`src/rtl/ptb_pkg.sv`:
```
`timescale 1ns / 1ps

package ptb_pkg;

    // field widths
    localparam int OP_W   = 3;
    localparam int ID_W   = 8;
    localparam int MODE_W = 2;
    localparam int DLY_W  = 32;
    localparam int STEP_W = 16;
    localparam int FIDX_W = 4;

    // operation codes
    localparam logic [OP_W-1:0] OP_TICK    = 3'd0;
    localparam logic [OP_W-1:0] OP_CREATE  = 3'd1;
    localparam logic [OP_W-1:0] OP_ENABLE  = 3'd2;
    localparam logic [OP_W-1:0] OP_DISABLE = 3'd3;
    localparam logic [OP_W-1:0] OP_SET_DLY = 3'd4;

    // create modes
    localparam logic [MODE_W-1:0] MODE_ONESHOT  = 2'd0;
    localparam logic [MODE_W-1:0] MODE_PERIODIC = 2'd1;

    // result kinds
    localparam logic EV_STATUS = 1'b0;
    localparam logic EV_FIRE   = 1'b1;

    // tick step after reset
    localparam logic [STEP_W-1:0] STEP_RESET = 16'd10;

    // result of one count update
    typedef struct packed {
        logic             fire;
        logic [DLY_W-1:0] count;
    } upd_t;

endpackage

```
`src/rtl/ptb_count_update.sv`:
```
`timescale 1ns / 1ps

module ptb_count_update
    import ptb_pkg::*;
(
    input  logic [DLY_W-1:0]  count,
    input  logic [DLY_W-1:0]  delay,
    input  logic [STEP_W-1:0] step,
    output upd_t              upd
);

    logic [DLY_W:0]   sum;
    logic [DLY_W-1:0] sat;

    // saturating add of the step
    assign sum = {1'b0, count} + {{(DLY_W + 1 - STEP_W){1'b0}}, step};
    assign sat = sum[DLY_W] ? {DLY_W{1'b1}} : sum[DLY_W-1:0];

    // expire check, count restarts on fire
    assign upd.fire  = (sat >= delay);
    assign upd.count = upd.fire ? '0 : sat;

endmodule

```
`src/rtl/periodic_oneshot_timer_bank.sv`:
```
`timescale 1ns / 1ps

// Bank of TIMER_COUNT software-style timers. Create, enable, disable and
// set-delay beats each return one status beat (tlast set). A tick beat
// walks the delay and count memories one entry per cycle unless the
// result side stalls; the single read port of those memories sets this
// rate. Fire beats come in ascending timer index, the last one with tlast
// set; a tick that fires nothing returns no beat. Flags reset to inactive
// and one-shot and delays read as zero until written, so no clearing pass
// follows reset.
module periodic_oneshot_timer_bank
    import ptb_pkg::*;
#(
    parameter int TIMER_COUNT = 16
)
(
    input  logic        clk,
    input  logic        rst_n,
    // slave side
    input  logic        s_tvalid,
    output logic        s_tready,
    input  logic [47:0] s_tdata,   // timer_id[7:0], mode_code[9:8], delay_value[41:10]
    input  logic [2:0]  s_tuser,   // op[2:0]
    // master side
    output logic        m_tvalid,
    input  logic        m_tready,
    output logic [7:0]  m_tdata,   // failed[0], fired_index[4:1]
    output logic [0:0]  m_tuser,   // event_kind[0]
    output logic        m_tlast,
    // tick step register write
    input  logic        cfg_valid,
    output logic        cfg_ready,
    input  logic [15:0] cfg_data
);

    localparam int IDX_W = (TIMER_COUNT > 1) ? $clog2(TIMER_COUNT) : 1;
    localparam int CNT_W = $clog2(TIMER_COUNT + 1);
    localparam logic [CNT_W-1:0] LAST_CNT = CNT_W'(TIMER_COUNT);
    localparam logic [ID_W:0]    ID_LIMIT = (ID_W + 1)'(TIMER_COUNT);

    localparam logic ST_IDLE = 1'b0;
    localparam logic ST_SCAN = 1'b1;

    // input fields
    logic [OP_W-1:0]   op;
    logic [ID_W-1:0]   timer_id;
    logic [MODE_W-1:0] mode_code;
    logic [DLY_W-1:0]  delay_value;

    assign op          = s_tuser[OP_W-1:0];
    assign timer_id    = s_tdata[7:0];
    assign mode_code   = s_tdata[9:8];
    assign delay_value = s_tdata[41:10];

    // state
    logic                   state_reg, state_next;
    logic [STEP_W-1:0]      tick_step_reg;
    logic [TIMER_COUNT-1:0] active_reg, active_next;
    logic [TIMER_COUNT-1:0] periodic_reg, periodic_next;
    logic [TIMER_COUNT-1:0] dly_vld_reg, dly_vld_next;
    logic [CNT_W-1:0]       scan_idx_reg, scan_idx_next;
    logic                   s1_valid_reg, s1_valid_next;
    logic [IDX_W-1:0]       s1_idx_reg, s1_idx_next;
    logic                   pend_valid_reg, pend_valid_next;
    logic [IDX_W-1:0]       pend_idx_reg, pend_idx_next;
    logic                   out_valid_reg, out_valid_next;
    logic                   out_kind_reg, out_kind_next;
    logic                   out_failed_reg, out_failed_next;
    logic [FIDX_W-1:0]      out_fidx_reg, out_fidx_next;
    logic                   out_last_reg, out_last_next;

    // memories
    logic [DLY_W-1:0] delay_mem [TIMER_COUNT];
    logic [DLY_W-1:0] count_mem [TIMER_COUNT];
    logic [DLY_W-1:0] delay_rd_reg;
    logic [DLY_W-1:0] count_rd_reg;

    logic             in_accept;
    logic             out_free;
    logic             id_ok;
    logic [IDX_W-1:0] id_idx;
    logic             st_fail;
    logic             do_create, do_enable, do_disable, do_set_dly;
    logic             scan_more, issue, stall, advance, finish, s1_fire;
    logic [IDX_W-1:0] raddr;
    logic [DLY_W-1:0] delay_eff;
    upd_t             upd;
    logic             dly_we;
    logic             cnt_we;
    logic [IDX_W-1:0] cnt_waddr;
    logic [DLY_W-1:0] cnt_wdata;

    // handshakes
    assign cfg_ready = 1'b1;
    assign out_free  = !out_valid_reg || m_tready;
    assign s_tready  = (state_reg == ST_IDLE) && out_free;
    assign in_accept = s_tvalid && s_tready;

    assign m_tvalid = out_valid_reg;
    assign m_tdata  = {3'b000, out_fidx_reg, out_failed_reg};
    assign m_tuser  = out_kind_reg;
    assign m_tlast  = out_last_reg;

    // operation decode and checks
    assign id_ok  = ({1'b0, timer_id} < ID_LIMIT);
    assign id_idx = timer_id[IDX_W-1:0];

    always_comb
    begin
        st_fail    = 1'b1;
        do_create  = 1'b0;
        do_enable  = 1'b0;
        do_disable = 1'b0;
        do_set_dly = 1'b0;
        case (op)
            OP_TICK:
            begin
                st_fail = 1'b0;
            end
            OP_CREATE:
            begin
                if (id_ok && (mode_code inside {MODE_ONESHOT, MODE_PERIODIC}))
                begin
                    do_create = 1'b1;
                    st_fail   = 1'b0;
                end
            end
            OP_ENABLE:
            begin
                do_enable = id_ok;
                st_fail   = !id_ok;
            end
            OP_DISABLE:
            begin
                do_disable = id_ok;
                st_fail    = !id_ok;
            end
            OP_SET_DLY:
            begin
                do_set_dly = id_ok;
                st_fail    = !id_ok;
            end
            default:
            begin
                st_fail = 1'b1;
            end
        endcase
    end

    // scan control
    assign scan_more = (scan_idx_reg != LAST_CNT);
    assign raddr     = scan_idx_reg[IDX_W-1:0];
    assign delay_eff = dly_vld_reg[s1_idx_reg] ? delay_rd_reg : '0;

    ptb_count_update u_update (
        .count (count_rd_reg),
        .delay (delay_eff),
        .step  (tick_step_reg),
        .upd   (upd)
    );

    assign s1_fire = s1_valid_reg && upd.fire;
    assign stall   = s1_fire && pend_valid_reg && !out_free;
    assign issue   = (state_reg == ST_SCAN) && scan_more && !stall;
    assign advance = s1_valid_reg && !stall;
    assign finish  = (state_reg == ST_SCAN) && !scan_more && !s1_valid_reg
                     && (!pend_valid_reg || out_free);

    // memory write selection
    assign dly_we    = in_accept && (do_create || do_set_dly);
    assign cnt_we    = (in_accept && do_enable) || advance;
    assign cnt_waddr = advance ? s1_idx_reg : id_idx;
    assign cnt_wdata = advance ? upd.count : '0;

    // next state
    always_comb
    begin
        state_next      = state_reg;
        scan_idx_next   = scan_idx_reg;
        s1_valid_next   = s1_valid_reg;
        s1_idx_next     = s1_idx_reg;
        pend_valid_next = pend_valid_reg;
        pend_idx_next   = pend_idx_reg;
        active_next     = active_reg;
        periodic_next   = periodic_reg;
        dly_vld_next    = dly_vld_reg;
        out_valid_next  = out_valid_reg && !m_tready;
        out_kind_next   = out_kind_reg;
        out_failed_next = out_failed_reg;
        out_fidx_next   = out_fidx_reg;
        out_last_next   = out_last_reg;

        // accepted input beats
        if (in_accept)
        begin
            if (op == OP_TICK)
            begin
                state_next    = ST_SCAN;
                scan_idx_next = '0;
            end
            else
            begin
                out_valid_next  = 1'b1;
                out_kind_next   = EV_STATUS;
                out_failed_next = st_fail;
                out_fidx_next   = '0;
                out_last_next   = 1'b1;
            end
            if (do_create)
            begin
                periodic_next[id_idx] = mode_code[0];
                dly_vld_next[id_idx]  = 1'b1;
            end
            if (do_set_dly)
            begin
                dly_vld_next[id_idx] = 1'b1;
            end
            if (do_enable)
            begin
                active_next[id_idx] = 1'b1;
            end
            if (do_disable)
            begin
                active_next[id_idx] = 1'b0;
            end
        end

        // read issue
        if (!stall)
        begin
            s1_valid_next = issue && active_reg[raddr];
        end
        if (issue)
        begin
            s1_idx_next   = raddr;
            scan_idx_next = scan_idx_reg + 1'b1;
        end

        // entry update, previous fire goes out once the next one is known
        if (advance && upd.fire)
        begin
            if (!periodic_reg[s1_idx_reg])
            begin
                active_next[s1_idx_reg] = 1'b0;
            end
            if (pend_valid_reg)
            begin
                out_valid_next  = 1'b1;
                out_kind_next   = EV_FIRE;
                out_failed_next = 1'b0;
                out_fidx_next   = FIDX_W'(pend_idx_reg);
                out_last_next   = 1'b0;
            end
            pend_valid_next = 1'b1;
            pend_idx_next   = s1_idx_reg;
        end

        // end of scan, flush the held fire as the last beat
        if (finish)
        begin
            state_next = ST_IDLE;
            if (pend_valid_reg)
            begin
                out_valid_next  = 1'b1;
                out_kind_next   = EV_FIRE;
                out_failed_next = 1'b0;
                out_fidx_next   = FIDX_W'(pend_idx_reg);
                out_last_next   = 1'b1;
            end
            pend_valid_next = 1'b0;
        end
    end

    // control registers
    always_ff @(posedge clk or negedge rst_n)
    begin
        if (!rst_n)
        begin
            state_reg      <= ST_IDLE;
            tick_step_reg  <= STEP_RESET;
            active_reg     <= '0;
            periodic_reg   <= '0;
            dly_vld_reg    <= '0;
            scan_idx_reg   <= '0;
            s1_valid_reg   <= 1'b0;
            pend_valid_reg <= 1'b0;
            out_valid_reg  <= 1'b0;
        end
        else
        begin
            state_reg      <= state_next;
            active_reg     <= active_next;
            periodic_reg   <= periodic_next;
            dly_vld_reg    <= dly_vld_next;
            scan_idx_reg   <= scan_idx_next;
            s1_valid_reg   <= s1_valid_next;
            pend_valid_reg <= pend_valid_next;
            out_valid_reg  <= out_valid_next;
            if (cfg_valid && cfg_ready)
            begin
                tick_step_reg <= cfg_data;
            end
        end
    end

    // payload registers
    always_ff @(posedge clk)
    begin
        s1_idx_reg     <= s1_idx_next;
        pend_idx_reg   <= pend_idx_next;
        out_kind_reg   <= out_kind_next;
        out_failed_reg <= out_failed_next;
        out_fidx_reg   <= out_fidx_next;
        out_last_reg   <= out_last_next;
    end

    // delay memory
    always_ff @(posedge clk)
    begin
        if (dly_we)
        begin
            delay_mem[id_idx] <= delay_value;
        end
        if (issue)
        begin
            delay_rd_reg <= delay_mem[raddr];
        end
    end

    // count memory
    always_ff @(posedge clk)
    begin
        if (cnt_we)
        begin
            count_mem[cnt_waddr] <= cnt_wdata;
        end
        if (issue)
        begin
            count_rd_reg <= count_mem[raddr];
        end
    end

    // checks
    a_idle_empty: assert property (@(posedge clk) disable iff (!rst_n)
        (state_reg == ST_IDLE) |-> (!pend_valid_reg && !s1_valid_reg))
        else $error("scan pipeline not empty while idle");

    a_scan_range: assert property (@(posedge clk) disable iff (!rst_n)
        scan_idx_reg <= LAST_CNT)
        else $error("scan index past the bank");

    a_tick_starts: assert property (@(posedge clk) disable iff (!rst_n)
        (in_accept && (op == OP_TICK)) |=> (state_reg == ST_SCAN))
        else $error("tick did not start a scan");

    a_status_last: assert property (@(posedge clk) disable iff (!rst_n)
        (m_tvalid && (m_tuser[0] == EV_STATUS)) |-> m_tlast)
        else $error("status beat without tlast");

    a_stall_holds: assert property (@(posedge clk) disable iff (!rst_n)
        stall |=> (s1_valid_reg && $stable(s1_idx_reg)))
        else $error("entry lost during stall");

endmodule
```
`config.mk`:
```
export PLATFORM = sky130hd
export DESIGN_NAME = periodic_oneshot_timer_bank
export DESIGN_NICKNAME = d
export VERILOG_FILES = /design/src/rtl/ptb_pkg.sv /design/src/rtl/ptb_count_update.sv /design/src/rtl/periodic_oneshot_timer_bank.sv
export SDC_FILE = /design/constraint.sdc
export NUM_CORES = 1
export LEC_CHECK = 0
export BUFFER_PORTS_ARGS = -buffer_cell sky130_fd_sc_hd__buf_2
export CAP_MARGIN = 25
export CORE_MARGIN = 5
export CORE_UTILIZATION = 40
export CTS_BUF_LIST = sky130_fd_sc_hd__clkbuf_2
export DETAILED_ROUTE_END_ITERATION = 10
export PLACE_DENSITY = 0.66
export SLEW_MARGIN = 25
export SYNTH_ARGS = -nofsm -noshare
export SYNTH_HDL_FRONTEND = slang
export SYNTH_SLANG_ARGS = --single-unit
```
`constraint.sdc`:
```
create_clock -name clk -period 7.4 [get_ports clk]
set_clock_uncertainty 0.2 [all_clocks]
set_input_delay 0.37 -clock clk [delete_from_list [all_inputs] [get_ports clk]]
set_output_delay 0.37 -clock clk [all_outputs]
set_load 0.02 [all_outputs]
```
Word-level counts from Yosys, hierarchy flattened
Memories as Yosys holds them, arrays and structs flattened. A register that Yosys moved wholly into a read port is not among the register bits.
Index checks and enable logic that the tools add are counted.
{ "classes": {"bitwise": 8, "div_mod_pow": 0, "mul": 0, "n_shift": 0, "addsub": 2, "eq_ne": 6, "n_lt_le_gt_ge": 7, "muxes": 74, "n_reduce_logical": 43} }
{ "ops": {"columns": ["op", "n"], "rows": [
  ["$mux W16", 9],
  ["$mux W32", 4],
  ["$or A16 B16 Y16", 3],
  ["$mux W1", 44],
  ["$add A32 B16 Y33", 1],
  ["$and A16 B16 Y16", 2],
  ["$ge A32 B32 Y1", 1],
  ["$not A16 Y16", 2],
  ["$mux W4", 7],
  ["$logic_and A1 B1 Y1", 19],
  ["$bwmux W16", 1],
  ["$lt A4 B5 Y1 const B", 3],
  ["$mux W5", 3],
  ["$bmux W1 S4", 3],
  ["$reduce_bool A2 Y1", 6],
  ["$demux W1 S4", 2],
  ["$ge A4 B1 Y1 const B", 2],
  ["$logic_not A1 Y1", 8],
  ["$lt A8 B5 Y1 const B", 1],
  ["$eq A3 B2 Y1 const B", 2],
  ["$reduce_and A2 Y1", 3],
  ["$add A5 B1 Y5 const B", 1],
  ["$ne A5 B5 Y1 const B", 1],
  ["$logic_or A1 B1 Y1", 4],
  ["8 further kinds", 8]
]} }
{ "word_totals": {"out_inout_bits": 13, "latchBits": 0, "mem_bits_rw": 1024, "word_cells": 157, "regBits": 88, "mem_bits_ro": 0, "mem_count": 2, "input_bits": 72} }
{ "mem_list": {"columns": ["memory", "depth", "word_bits", "read_ports", "rd_clocked_by_memory_dff", "write_ports", "line", "text"], "rows": [
  ["count_mem", 16, 32, 1, 1, 1, "periodic_oneshot_timer_bank.sv:74", "logic [DLY_W-1:0] count_mem [TIMER_COUNT];"],
  ["delay_mem", 16, 32, 1, 1, 1, "periodic_oneshot_timer_bank.sv:73", "logic [DLY_W-1:0] delay_mem [TIMER_COUNT];"]
]} }

Logic depth before layout (Yosys ltp)
{ "depth": {"ltp_word": 13, "depth_mapped": 19} }

Modules after synthesis
Synthesis repeated with hierarchy kept, for this count alone.
{ "unflattened": {"hier_cells": 2625, "area_unflattened_um2": 48033.6} }
{ "modules_own_cells": {"columns": ["module", "cells_per_inst", "area_each_um2", "n_inst"], "rows": [
  ["periodic_oneshot_timer_bank", 2255, 45524.9, 1],
  ["ptb_count_update", 370, 2508.7, 1]
]} }

Least setup slack after synthesis
OpenSTA, ideal clock, no wires.
{ "synth_timing": {"path_kind": "reg2reg", "from": "register tick_step_reg[0]", "to": "memory count_mem[11][0], enable pin", "path_stages_with_launch": 19, "path_slack_ns": 0.823, "required_ns": 6.767, "n_path_buf": 2, "arrival_ns": 5.944, "path_cell_list": "dfrtp_1 > ha_1 > fa_1 > a211oi_2 > o21ai_1 > o2111a_1 > o31a_1 > o21ai_1 > buf_2 > buf_4 > nand2_1 > ha_1 > and3_1 > o311a_1 > o31ai_4 > a31oi_4 > o21ai_0 > nand4b_1 > o22ai_1"} }
{ "synth_between": {"elab_chain_len": 11, "elab_cells_between_ends": 12} }
{ "synth_rtl": {"columns": ["item", "line", "text"], "rows": [
  ["start: declaration", "periodic_oneshot_timer_bank.sv:57", "logic [STEP_W-1:0] tick_step_reg;"],
  ["start signal: assignment", "periodic_oneshot_timer_bank.sv:301", "tick_step_reg <= cfg_data;"],
  ["$add A32 B16 Y33 *", "ptb_count_update.sv:16", "assign sum = {1'b0, count} + {{(DLY_W + 1 - STEP_W){1'b0}}, step};"],
  ["$mux W32 *", "ptb_count_update.sv:17", "assign sat = sum[DLY_W] ? {DLY_W{1'b1}} : sum[DLY_W-1:0];"],
  ["$ge A32 B32 Y1 *", "ptb_count_update.sv:20", "assign upd.fire = (sat >= delay);"],
  ["$logic_and A1 B1 Y1 *", "periodic_oneshot_timer_bank.sv:162", "assign s1_fire = s1_valid_reg && upd.fire;"],
  ["$logic_and A1 B1 Y1 * (2 in series)", "periodic_oneshot_timer_bank.sv:163", "assign stall = s1_fire && pend_valid_reg && !out_free;"],
  ["$logic_not A1 Y1 *", null, null],
  ["$logic_and A1 B1 Y1 *", "periodic_oneshot_timer_bank.sv:165", "assign advance = s1_valid_reg && !stall;"],
  ["$logic_or A1 B1 Y1", "periodic_oneshot_timer_bank.sv:171", "assign cnt_we = (in_accept && do_enable) || advance;"],
  ["$mux W1", "periodic_oneshot_timer_bank.sv:333", "if (cnt_we)"],
  ["$mux W1 (implied by the code)", "periodic_oneshot_timer_bank.sv:335", "count_mem[cnt_waddr] <= cnt_wdata;"],
  ["end: declaration", "periodic_oneshot_timer_bank.sv:74", null]
]} }
Mark *: on every way between the ends. The rest lies on a longest branch, timed or not.

Worst setup path after layout
{ "layout_timing": {"from": "register tick_step_reg[0]", "to": "memory count_mem[15][7], enable pin"} }
The elaborated chain is that of the path after synthesis.

==> metrics.md <==
| Metric | Value |
|---|---|
| Status | `complete, no violations` |
| Min cycle time layout | `6.88 ns` |
| Cell family with most CP delay | `compound AO/OA/AOI/OAI gates` |
| CTS root buffer | `clkbuf_2` |
| Pwr/cell area | `301 nW/µm²` |
| Wire per inst | `~24 µm` |
| DRT Pass-1 Iters | `8` |
| Final worst-path setup slack | `0.522 ns` |
| Fin crit share | `around 93%` |
| DP Wirelength | `55300 µm` |
| Slew headroom | `between 20% and 30%` |
| Post-Syn Area per Cell | `about 21 µm²` |
| DIE WIDTH | `352 µm` |
| Post-CTS sizing | `0` |
| Mapped Area | `around 47000 µm²` |
| Worst EP arrival | `7.68 ns` |
| Buf/Inv on CP | `2` |
| Share of cells above drive strength 1 | `35.4%` |
| Crit-path max FO | `32` |
| Synthesized instance count | `2223` |
| Worst-Skew Late Latency | `1.46 ns` |
| Met1 Use GR | `21.4%` |
| Yosys cell types | `68` |
| Register area share after synthesis | `74.5%` |
| Min-Delay Path Class | `reg -> reg` |
| Pre-CTS setup slack | `0.681 ns` |
| Top_reg_cell synth | `edfxtp_1` |
| Slew Limit Fails | `0` |
| Actual slew at the worst max-slew pin | `1.07 ns` |
| Standard-cell rows | `125` |
| Largest net degree at the start of global routing | `169` |
| Slowest stage cell, crit path | `o21ai_0` |
| Post-route design area | `54100 µm²` |
| FMAX | `0.145 GHz` |
| Cell Count, Final, Fillers Out | `4464` |
| IO Port Bufs | `74` |
| M3 GR Usage | `3.68%` |
| GRT overflow | `0` |
| Post-CTS setup buffer count | `0` |
| Max VDD drop | `0.287 mV` |
| Static Leakage | `between 15 and 20 nW` |
| CP Class | `reg -> reg` |
| Storage cell area | `34900 µm²` |
| Final nets | `2856` |
| Clk slew on worst S/H paths | `0.09 ns` |
| First-pass GRT wire length | `162000 µm` |
| Cell Chain, Critical Path | `ha_1 > fa_1 > a211oi_2 > o21ai_1 > o2111a_1 > o31a_1 > o21ai_4 > buf_4 > a31oi_1 > ha_1 > nand4_1 > nor3_1 > a22oi_1 > o211ai_1 > o21ai_0 > nand4_1 > o22ai_4 > buf_4` |
| CTS tree | `built` |
| Initial DRC Count | `2247` |
| Vias in the first global route | `26400` |
| Post-synth ARST share | `under 10%` |
| Starting density of the core | `between 40% and 50%` |
| Top Usage Layer GRT | `met2` |
| Max_cap viols | `0` |
| Total CTS buffers | `299` |
| Setup_tns | `0 ns` |
| Final wirelength | `107000 µm` |
| RSZ-0062 raised after global routing | `no` |
| Setup violators final | `0` |
| Initial antenna violation count | `9` |
| Seq cells post-synth | `1176` |
| GRT Total Usage | `17.3%` |
| Fillers | `9671` |
| CTS Buffer Depth | `4` |
| Number of vias per cell | `5.44` |
| WP data required | `between 8 and 9 ns` |
| Placer congestion estimate | `0.822` |
| Die area | `between 100000 and 150000 µm²` |
| H-Tree Depth | `5` |
| EDFF count, synth | `1096` |
| Final ANT Viol Nets | `0` |
| Ys Warns | `0` |
| Vias | `24300` |
| Hold_buf cts | `172` |
| Placed cell area | `49800 µm²` |
| Registers with the most flip-flops | `count_mem x512, delay_mem x512` |
| Hold Fails Final Rpt | `0` |
| Die height | `~350 µm` |
| DRC viols | `0` |
| CP peak stage delay | `0.63 ns` |
| Startpoint class of the critical path | `register` |
| Synth-to-Final Area Change | `15.5%` |
| CP endpoint kind | `register` |
| # IOs | `85` |
| Placed Cells | `3784` |
| Clk sinks | `1176` |
| Footprint of the multi-input gates | `~12000 µm²` |
| Core Area | `about 120000 µm²` |
| Grt met2 use | `30.3%` |
## layer usage
layer	up-vias	part of all wire, %
li1	10500	-
met1	12700	39
met2	939	52
met3	201	6.4
met4	0	2.3
met5	-	0
## final timing paths
check	start	end	slack (ns)	depth (start not counted)
worst max-delay path	tick_step_reg[0]	count_mem[15][7]	0.52	18
worst min-delay path	dly_vld_reg[4]	dly_vld_reg[4]	0.27	1
worst max register to register	tick_step_reg[0]	count_mem[15][7]	0.52	18
worst min register to register	dly_vld_reg[4]	dly_vld_reg[4]	0.27	1
max in group asynchronous	rst_n	tick_step_reg[11]	6.15	5
min in group asynchronous	rst_n	active_reg[15]	0.45	5
## synthesized netlist by cell type (3+ instances only)
master / n / area, µm²
a211oi_1: 3 / 22.5
a21o_1: 3 / 22.5
a21oi_1: 68 / 340
a221oi_1: 15 / 131
a31oi_1: 7 / 43.8
and2_1: 3 / 18.8
and3_1: 11 / 68.8
and4_1: 4 / 35.0
buf_1: 18 / 67.6
buf_2: 18 / 90.1
buf_4: 8 / 60.1
clkbuf_1: 62 / 233
dfrtp_1: 71 / 1780
dfxtp_1: 7 / 140
edfxtp_1: 1096 / 32900
ha_1: 50 / 626
inv_1: 16 / 60.1
mux2_2: 40 / 450
mux4_2: 335 / 7540
nand2_1: 106 / 398
nand2b_1: 11 / 68.8
nand3_1: 23 / 115
nand4_1: 8 / 50.1
nor2_1: 71 / 267
nor2b_1: 14 / 87.6
nor3_1: 12 / 60.1
nor4_1: 5 / 31.3
o211ai_1: 7 / 52.6
o21ai_0: 24 / 120
o21ai_1: 4 / 20.0
o22ai_1: 17 / 106
or2_2: 18 / 113
xnor2_1: 13 / 114
xor2_1: 10 / 87.6
## kinds of logic (layout without fill, tap and decap cells)
| kind of cell | Yosys count | in the layout | share of synthesized area, % |
|---|---|---|---|
| DFF | 1176 | 1176 | 74.5 |
| muxes | 376 | 376 | 17.1 |
| and+or+nand+nor | 298 | 298 | 3.01 |
| AOI/OAI and AO/OA | 173 | 173 | 2.46 |
| buffers and inverters | 124 | 833 | 1.11 |
| adders and majority gates | 51 | 51 | 1.38 |
| xor gates and xnor gates | 23 | 23 | 0.430 |
| other | 2 | 10 | 0.0160 |
## worst register-to-register path: cells and delay by family, from the launching register on
family,cells,cell delay [ns]
AO/OA/AOI/OAI,10,3.13
adder cells (fa/ha/maj),3,1.04
buffers and inverters,2,0.93
AND/OR/NAND/NOR,3,0.68
flip-flops,1,0.44
## stage by stage
step	power, mW	util (%)	hold WS (ns)
floorplan	11.0	-	-0.126
global placement	12.1	42.7	0.246
detailed placement	12.2	42.8	0.249
CTS	16.5	46.5	0.0816
global route	17.2	46.5	0.186
finish	16.3	46.5	0.269
## area by class of cell
type,instances,share of cell area [%]
well taps,1524,3.53
clock buffers,418,3.87
multi-input cells,925,21.9
repair buffers,313,5.25
diodes,6,0.0278
flip-flops and latches,1176,64.5
inverters,18,0.130
clock inverters,84,0.812
## power by group
group / switching, mW / internal [mW] / total (mW)
Clock: 2.48 / 1.65 / 4.13
Combinational: 2.26 / 1.98 / 4.23
Sequential: 0.346 / 7.57 / 7.92
Total: 5.08 / 11.2 / 16.3
## cells in the final DEF, fill, tap and decap left out, drive strengths merged, types with 3 or more instances in the layout
| cell | count |
|---|---|
| a31oi | 8 |
| a21o | 3 |
| and2 | 4 |
| inv | 23 |
| nor2b | 14 |
| xnor2 | 13 |
| mux4 | 335 |
| diode | 6 |
| and4 | 4 |
| mux2 | 40 |
| clkinv | 75 |
| conb | 4 |
| edfxtp | 1096 |
| o31ai | 4 |
| dfrtp | 71 |
| xor2 | 10 |
| nor3 | 13 |
| dlygate4sd3 | 171 |
| nand2 | 107 |
| buf | 142 |
| o211ai | 7 |
| nor2 | 71 |
| o21ai | 29 |
| dfxtp | 7 |
| ha | 50 |
| or2 | 18 |
| clkbuf | 418 |
| nor4 | 5 |
| and3 | 13 |
| nand2b | 11 |
| nand3 | 23 |
| a221oi | 16 |
| nand4 | 8 |
| a211oi | 5 |
| bufinv | 4 |
| o22ai | 17 |
| a21oi | 69 |
Power figures use the tool's default switching activity.
